### src/sv/assert_macros.svh
// Assertion macros shared by the tree path query RTL.
// Every macro assumes a clock named clk and an active-low reset named arst_n.
`ifndef ASSERT_MACROS_SVH
`define ASSERT_MACROS_SVH

// Same-cycle implication, checked at every rising clock edge outside reset.
`define ASSERT_IMPL(label, ante, cons, msg) \
	label: assert property (@(posedge clk) disable iff (!arst_n) (ante) |-> (cons)) \
		else $error(msg);

// Next-cycle implication, checked at every rising clock edge outside reset.
`define ASSERT_NEXT(label, ante, cons, msg) \
	label: assert property (@(posedge clk) disable iff (!arst_n) (ante) |=> (cons)) \
		else $error(msg);

`endif

### src/sv/tpq_pkg.sv
// Types and constants of the tree path range query block.
// Used by tpq_slot and tree_path_range_query; depends on nothing.
`timescale 1ns / 1ps

package tpq_pkg;

	localparam logic [2:0] REQ_LOAD   = 3'd0;
	localparam logic [2:0] REQ_PATH_V = 3'd1;
	localparam logic [2:0] REQ_PATH_E = 3'd2;
	localparam logic [2:0] REQ_SUB_V  = 3'd3;
	localparam logic [2:0] REQ_SUB_E  = 3'd4;
	localparam logic [2:0] REQ_LCA    = 3'd5;

	// Results per path query before the climb is cut off.
	localparam int MAX_RES = 22;
	localparam int CNT_W = 5;

	// Values reduced in parallel by the slot unit.
	localparam int SLOT_LANES = 3;

	typedef struct packed {
		logic [2:0]  req_type;
		logic [9:0]  vertex_a;
		logic [9:0]  vertex_b;
		logic [9:0]  load_parent;
		logic [9:0]  load_head;
		logic [9:0]  load_pos;
		logic [10:0] load_end;
	} req_t;

	typedef struct packed {
		logic [10:0] range_lo;
		logic [10:0] range_hi;
		logic [9:0]  ancestor;
		logic        empty_res;
		logic        last;
	} res_t;

	// One table entry. The slot fields hold head and parent already reduced to a
	// table index, so the climb never has to reduce a value read from memory.
	typedef struct packed {
		logic [9:0]  parent;
		logic [9:0]  head;
		logic [9:0]  pos;
		logic [10:0] end_pos;
		logic [9:0]  head_slot;
		logic [9:0]  parent_slot;
	} ent_t;

endpackage

### src/sv/tpq_slot.sv
// Iterative reduction of vertex numbers modulo the table depth, three lanes.
// Depends on tpq_pkg and assert_macros.svh.
`timescale 1ns / 1ps
`include "assert_macros.svh"

module tpq_slot #(
	parameter int NODES = 1024
) (
	input  logic                                 clk,
	input  logic                                 arst_n,
	input  logic                                 go,
	input  logic [tpq_pkg::SLOT_LANES-1:0][9:0]  vin,
	output logic                                 done,
	output logic [tpq_pkg::SLOT_LANES-1:0][9:0]  vout
);

	// Number of restoring steps: one for each shift k with NODES << k still
	// inside the 10-bit vertex range. Zero when every vertex is below NODES.
	function automatic int count_steps();
		int s;
		s = 0;
		for (int k = 0; k < 10; k++) begin
			if ((NODES << k) <= 1023) begin
				s++;
			end
		end
		return s;
	endfunction

	localparam int STEPS = count_steps();

	logic [tpq_pkg::SLOT_LANES-1:0][9:0] r_q;
	logic [3:0]  cnt_q;
	logic        run_q;
	logic [3:0]  kk;
	logic [10:0] sub;

	assign kk = cnt_q - 4'd1;
	assign sub = 11'(NODES) << kk;
	assign done = run_q && (cnt_q == 4'd0);
	assign vout = r_q;

	always_ff @(posedge clk or negedge arst_n) begin
		if (!arst_n) begin
			run_q <= 1'b0;
			cnt_q <= 4'd0;
		end else if (go) begin
			run_q <= 1'b1;
			cnt_q <= 4'(STEPS);
		end else if (done) begin
			run_q <= 1'b0;
		end else if (run_q) begin
			cnt_q <= kk;
		end
	end

	// Each step leaves every lane below NODES << k.
	always_ff @(posedge clk) begin
		if (go) begin
			r_q <= vin;
		end else if (run_q && (cnt_q != 4'd0)) begin
			for (int i = 0; i < tpq_pkg::SLOT_LANES; i++) begin
				if ({1'b0, r_q[i]} >= sub) begin
					r_q[i] <= r_q[i] - sub[9:0];
				end
			end
		end
	end

	`ASSERT_IMPL(a_slot_range, done, (32'(vout[0]) < NODES) && (32'(vout[1]) < NODES) && (32'(vout[2]) < NODES), "reduced vertex not below table depth")
	`ASSERT_NEXT(a_slot_pulse, done, !done, "slot done held for more than one cycle")
	`ASSERT_IMPL(a_slot_count, run_q, cnt_q <= 4'(STEPS), "slot step counter out of range")

endmodule
### config.mk
export PLATFORM = sky130hd
export DESIGN_NAME = tpq_slot
export DESIGN_NICKNAME = d
export VERILOG_FILES = /design/src/sv/tpq_pkg.sv /design/src/sv/tpq_slot.sv
export VERILOG_INCLUDE_DIRS = /design/src /design/src/sv
export SDC_FILE = /design/constraint.sdc
export NUM_CORES = 1
export LEC_CHECK = 0
export ABC_CLOCK_PERIOD_IN_PS = 1790
export BUFFER_PORTS_ARGS = -buffer_cell sky130_fd_sc_hd__buf_2
export CAP_MARGIN = 20
export CORE_AREA = 2 2 64 66
export DETAILED_ROUTE_END_ITERATION = 8
export DIE_AREA = 0 0 66 68
export GPL_ROUTABILITY_DRIVEN = 0
export PLACE_DENSITY = 0.73
export SLEW_MARGIN = 30
export SYNTH_ARGS = -nofsm -noshare
export SYNTH_HDL_FRONTEND = slang
export SYNTH_SLANG_ARGS = --single-unit
### constraint.sdc
create_clock -name clk -period 1.79 [get_ports clk]
set_input_delay 0.358 -clock clk [delete_from_list [all_inputs] [get_ports clk]]
set_output_delay 0.358 -clock clk [all_outputs]
set_load 0.05 [all_outputs]
==> results of run 1 <==
-- cells in the mapped netlist, drive strengths merged --
master / count / area [sq um]
edfxtp: 30 / 900.9
mux2: 21 / 236.5
and2: 10 / 65.06
nor2: 7 / 26.28
dfrtp: 5 / 125.1
buf: 4 / 26.27
a31o: 3 / 26.28
clkbuf: 3 / 11.26
ha: 3 / 37.54
inv: 3 / 11.26
or2: 2 / 12.52
xor2: 2 / 17.52
a211oi: 1 / 12.51
nand2: 1 / 3.750
nand3: 1 / 5.000
nand3b: 1 / 7.510
nand4: 1 / 6.260
nand4b: 1 / 8.760
o21ai: 1 / 5.000
or3b: 1 / 11.26
xnor2: 1 / 8.760
-- worst paths after layout --
path	from	cells past startpoint	slack, ps	endpoint
setup / recovery	cnt_q[1]	5	-160	done
hold / removal	vin[0]	2	360	vout[0]
setup reg to reg	cnt_q[1]	5	30	vout[6]
hold reg to reg	vout[9]	1	580	vout[9]
max in group asynchronous	arst_n	2	1220	cnt_q[1]
min in group asynchronous	arst_n	2	430	cnt_q[0]
-- cell type report --
class	count	area (sq um)	area share (%)
Tap cell	50	62.56	2.953
Clock buffer	5	68.82	3.249
Timing Repair Buffer	72	395.4	18.67
Clock inverter	2	8.758	0.4135
Sequential cell	35	1026	48.43
Inverter	3	11.26	0.5316
Multi-Input combinational cell	57	545.5	25.75
-- per-stage QoR --
step | util [%] | setup TNS, ps | hold WS, ps
floorplan | - | 0 | 62.41
global placement | 50.26 | 0 | 177.4
detailed placement | 50.26 | -690.2 | 184.1
CTS | 53.08 | -109.7 | 354.3
global route | 54.93 | -381.8 | 356.6
finish | 54.93 | -159.8 | 362.3
-- sequential cells by signal (all words and copies together), names as in the netlist --
register,cells
cnt_q,4
run_q,1
vout,30
-- logic make-up after synthesis --
| group | synth area share, % |
|---|---|
| adders and majority gates | 2.398 |
| buffers and inverters | 3.117 |
| xor gates and xnor gates | 1.679 |
| and+or+nand+nor | 9.353 |
| muxes | 15.11 |
| DFF | 65.55 |
| AOI/OAI and AO/OA | 2.798 |
-- layer usage --
layer / vias to the layer above / track usage, %
met2: 47 / 21.46
met1: 496 / 13.86
met5: - / 0
li1: 517 / -
met4: 0 / 6.122
met3: 4 / 5.757
-- worst reg2reg max path, delay by kind of cell, from the launching register on --
kind,cells,cell delay [ps]
AND/OR/NAND/NOR,2,620
flip-flops,1,400
AO/OA/AOI/OAI,1,280
adder cells (fa/ha/maj),1,130
buffers and inverters,1,100
-- power by group --
group | leakage [nW] | internal, mW | switching (mW)
registers | 0.362 | 1.25 | 0.154
clock network | 0.0414 | 0.258 | 0.242
logic | 0.501 | 0.730 | 1.38
-- timing repair --
action,4_1_cts,5_1_grt
pin swaps,0,5
resized for setup,5,11
setup buffers,2,2
hold buffers,1,0
cloned,0,0
endpoints found under the hold margin,5,0
setup endpoints to repair,22,22
==> impl_summary.log, run 1 <==
INFO  metric flow.area_growth_from_synthesis = 35.33%
INFO  metric count_of_endpoints_failing_hold_in_the_final_timing_report = 0
INFO  metric cp_top_family = simple AND/OR/NAND/NOR gates
INFO  metric finalNetCount = 210
INFO  metric final_critical_path_setup_slack = -159.8 ps
INFO  metric ir_drop = 0.9038 mV
INFO  metric post_layout_nonfiller_instances = 224
INFO  metric dpl.hpwl = 2165 microns
INFO  metric cts_htree_levels = 2
INFO  metric grt_first_pass_wirelength = 4174 microns
INFO  metric setup_viol_count_final = 1
INFO  metric clock_insertion_delay_worst_skew = 280 ps
INFO  metric worst_pin_slew = 560.0 ps
INFO  metric drt.antenna.violating_nets = 0
INFO  metric num-fill-cells = 335
INFO  metric detailedRoute.firstPassIterationCount = 4
INFO  metric layout_worst_path_cycle_share = 108.9%
INFO  metric final_period_minus_worst_setup_slack = 1950 ps
INFO  metric tritoncts.num_buffers = 5
INFO  metric synthesized_instance_count = 102
INFO  metric wire_per_inst = 13.01 microns
INFO  metric timing.max_slew.rel_slack = 62.67%
INFO  metric floorplan.die_area = 0.004488 sq mm
INFO  metric drc = 0
INFO  metric cts_tree = built
INFO  metric fmax = 0.5129 GHz
INFO  metric power = 4.009 mW
INFO  metric tritoncts_num_sinks = 35
INFO  metric grt_use_total = 12.77%
INFO  metric placed_area = 0.001938 sq mm
INFO  metric drive_above_1_share = 63.79%
INFO  metric critical_path.cell_chain = inv_2 -> ha_4 -> or3b_4 -> nor2_4 -> buf_8
INFO  metric number_of_inserted_diodes = 0
INFO  metric run_status = complete, but fails checks
INFO  metric die_w = 66 microns
INFO  metric path_max_fanout = 3
INFO  metric drv_slew = 0
INFO  metric cp_slowest_stage_delay = 410 ps
INFO  metric highest-signal-layer = met4
INFO  metric routed-wl-met2 = 1438 microns
INFO  metric pre_cts_slack = -55.28 ps
INFO  metric placeable_core_area = 0.003856 sq mm
INFO  metric number_of_buffers_on_the_longest_clock_path = 2
INFO  metric detailroute.wirelength.met3 = 252 microns
INFO  metric row_count = 23
INFO  metric synth.cell_area = 0.001565 sq mm
INFO  metric first_global_vias = 950
INFO  metric wire_length_the_detailed_router_placed_on_met1 = 1197 microns
INFO  metric cp_num_buf_inv = 2
INFO  metric cp-start-kind = register
INFO  metric placed_cells_incl_taps = 212
INFO  metric portBuffers = 63
INFO  metric crit_arrival = 1590 ps
INFO  metric yosys_warns = 0
INFO  metric yosys_reg_bits = 35
INFO  metric timing.max_cap.violations = 0
INFO  metric maximum_number_of_pins_on_one_net_before_global_route_repair = 27
INFO  metric syn_avg_cell_area = 15.35 sq um
INFO  metric total_vias_in_the_final_route = 1064
INFO  metric cpMaxStageDelayCell = sky130_fd_sc_hd__or3b_4
INFO  metric worst_hold_path_type = in2reg
INFO  metric antenna_found_initial = 0
INFO  metric powerDensity = 1893 mW/mm^2
INFO  metric globalRouteOverflowTotal = 0
INFO  metric most_common_cell_after_layout_fill_and_taps_aside = sky130_fd_sc_hd__buf_2
INFO  metric drt_iter0_markers = 26
INFO  metric cts-root-buf = sky130_fd_sc_hd__clkbuf_8
INFO  metric synth.distinct_cells = 25
INFO  metric synth_seq_area_share = 65.55%
INFO  metric fin_worst_skew = 5.817 ps
INFO  metric grt_setup_unrepaired = true
INFO  metric crit_type = reg2out
INFO  metric final_area = 0.002118 sq mm
INFO  metric viasPerCell = 4.750
INFO  metric leakage = 0.9040 nW
INFO  metric clkTransAtPathRegs = 60 ps
INFO  metric start_util = 40.59%
INFO  metric cp.required = 1430 ps
INFO  metric violations = negative setup slack
INFO  metric detail_route.wirelength = 2914 microns
INFO  metric cp-end-kind = output pin
INFO  metric floorplan.io_pins = 64
INFO  metric die_h = 68 microns
INFO  metric mostFrequentLayoutCells = 62 x sky130_fd_sc_hd__buf_2, 30 x sky130_fd_sc_hd__edfxtp_1, 21 x sky130_fd_sc_hd__mux2_2
INFO  metric synth.net_count = 138
Power figures use the tool's default switching activity.
==> inputs of run 2 (changes only) <==
Settings changed: ABC_CLOCK_PERIOD_IN_PS 1790 to 2000, CORE_AREA 2 2 64 66 to 2 2 61 63, DIE_AREA 0 0 66 68 to 0 0 63 65, PLACE_DENSITY 0.73 to 0.76.
Clock period 1.79 ns to 2 ns, I/O delays scaled along.
==> impl_summary.log, run 2 (synthesis results as in run 1) <==
INFO  metric flow.area_growth_from_synthesis = 31.97%
INFO  metric power_switching = 1.566 mW
INFO  metric clk_network_pwr_share = 13.8%
INFO  metric violations = negative setup slack
INFO  metric die_h = 65 microns
INFO  metric seq_power_share = 36.1%
INFO  metric tritoncts.num_buffers = 5
INFO  metric drc = 0
INFO  metric count_of_endpoints_failing_hold_in_the_final_timing_report = 0
INFO  metric leakage = 0.8843 nW
INFO  metric cts_htree_levels = 2
INFO  metric final_critical_path_setup_slack = -29.73 ps
INFO  metric hold_slack = 341.1 ps
INFO  metric die_w = 63 microns
INFO  metric clkTransAtPathRegs = 100 ps
INFO  metric tritoncts_num_sinks = 35
INFO  metric beginning_of_the_worst_hold_path = vin[11]
INFO  metric largest_register_ffs = 30
INFO  metric viasPerCell = 4.864
INFO  metric floorplan.io_pins = 64
INFO  metric floorplan.die_area = 0.004095 sq mm
INFO  metric drv_slew = 0
INFO  metric cp.required = 1600 ps
INFO  metric detailedRoute.firstPassIterationCount = 4
INFO  metric cp-start-kind = register
INFO  metric ir_drop = 0.7994 mV
INFO  metric cpMaxStageDelayCell = sky130_fd_sc_hd__dfrtp_1
INFO  metric powerDensity = 1696 mW/mm^2
INFO  metric number_of_inserted_diodes = 0
INFO  metric run_status = complete, but fails checks
INFO  metric final_period_minus_worst_setup_slack = 2030 ps
INFO  metric total_vias_in_the_final_route = 1070
INFO  metric start_util = 44.77%
INFO  metric most_common_cell_after_layout_fill_and_taps_aside = sky130_fd_sc_hd__buf_2
INFO  metric maximum_number_of_pins_on_one_net_before_global_route_repair = 48
INFO  metric r2r_setup_slack = 40 ps
INFO  metric wire_per_inst = 13.91 microns
INFO  metric timing.max_slew.rel_slack = 82.68%
INFO  metric start_of_the_worst_register_to_register_path = cnt_q[1]
INFO  metric cts_tree = built
INFO  metric setup_viol_count_final = 1
INFO  metric grt_first_pass_wirelength = 4988 microns
INFO  metric mostFrequentLayoutCells = 62 x sky130_fd_sc_hd__buf_2, 30 x sky130_fd_sc_hd__edfxtp_1, 21 x sky130_fd_sc_hd__mux2_2
INFO  metric finalNetCount = 207
INFO  metric antenna_found_initial = 0
INFO  metric detail_route.wirelength = 3060 microns
INFO  metric drive_above_1_share = 62.21%
INFO  metric reg2reg_to = vout[9]
INFO  metric worst_hold_path_type = in2reg
INFO  metric cp-end-kind = output pin
INFO  metric cell_depth_of_the_worst_flop_to_flop_path = 7
INFO  metric number_of_buffers_on_the_longest_clock_path = 2
INFO  metric drt.antenna.violating_nets = 0
INFO  metric worst_pin_slew = 261.6 ps
INFO  metric portBuffers = 63
INFO  metric combinational_cell_fraction_of_total_power = 50.1%
INFO  metric totalNegativeSetupSlack = -29.73 ps
INFO  metric whs_path_depth = 2
INFO  metric cts-root-buf = sky130_fd_sc_hd__clkbuf_4
INFO  metric min_delay_worst_endpoint = vout[11]
INFO  metric row_count = 22
INFO  metric crit_type = reg2out
INFO  metric grt_setup_unrepaired = true
INFO  metric drt_iter0_markers = 31
INFO  metric layout_worst_path_cycle_share = 101.5%
INFO  metric path_max_fanout = 3
INFO  metric cp_top_family = simple AND/OR/NAND/NOR gates
INFO  metric globalRouteOverflowTotal = 0
INFO  metric switching_share = 44.69%
INFO  metric placeable_core_area = 0.003496 sq mm
INFO  metric critical_path.cell_chain = inv_2 -> ha_4 -> or3b_4 -> nor2_4 -> buf_6
INFO  metric first_global_vias = 1065
INFO  metric clock_insertion_delay_worst_skew = 330 ps
INFO  metric dpl.hpwl = 2232 microns
INFO  metric cp_slowest_stage_delay = 400 ps
INFO  metric cp_num_buf_inv = 2
INFO  metric grt_use_total = 16.36%
INFO  metric fmax = 0.4927 GHz
INFO  metric fin_worst_skew = 5.918 ps
INFO  metric power_report.internal_total = 1.938 mW
INFO  metric num-fill-cells = 305
INFO  metric timing.max_cap.violations = 0
INFO  metric crit_arrival = 1630 ps
-- run 2: metal layers --
layer  share of wire [%]  global-route usage, %  vias to the layer above
li1                    -                      -                      509
met1                  42                  18.88                      503
met2                  48                  26.99                       52
met3                 7.7                  6.771                        6
met4                 1.6                  6.667                        0
met5                   0                      0                        -
-- run 2: layout make-up --
| type | instances | area [sq um] | area share [%] |
|---|---|---|---|
| inverter | 3 | 11.26 | 0.5451 |
| clock buffer | 5 | 37.54 | 1.817 |
| sequential | 35 | 1026 | 49.67 |
| clock inverter | 3 | 38.79 | 1.878 |
| timing repair buffer | 69 | 381.6 | 18.47 |
| multi-input combinational | 57 | 510.5 | 24.71 |
| tap | 48 | 60.06 | 2.907 |
-- run 2: worst max-delay path by stage --
stage,from,end,slack [ps],cells after the start
finish,cnt_q[1],done,-30,5
global route,cnt_q[0],done,-90,5
CTS,cnt_q[1],done,-10,5
detailed placement,cnt_q[0],vout[18],110,6
global placement,cnt_q[0],vout[16],170,6
floorplan,cnt_q[0],done,190,4
-- run 2: stage by stage --
step	utilization, %	instance area, sq um	worst slack (ps)	cells	power, mW
6_report	59.09	2066	-29.73	220	3.504
5_1_grt	59.09	2066	-94.56	220	3.696
4_1_cts	58.38	2041	-12.94	219	3.452
3_3_place_gp	55.08	1926	169.3	207	2.818
2_1_floorplan	-	1568	185.1	102	2.561
3_5_place_dp	55.08	1926	110.3	207	2.879
-- run 2: timing repair --
item,in CTS,in global routing
hold endpoints to repair,5,0
hold buffers,1,0
pin swaps,0,1
gates resized for setup,4,4
buffers inserted,3,1
setup endpoints to repair,1,1
-- run 2: power by group through the flow --
stage	registers [mW]	logic, mW	clock network (mW)
floorplan	1.93	0.632	0
global placement	1.26	1.56	0
detailed placement	1.28	1.60	0
CTS	1.26	1.69	0.500
global route	1.30	1.86	0.531
finish	1.26	1.76	0.483
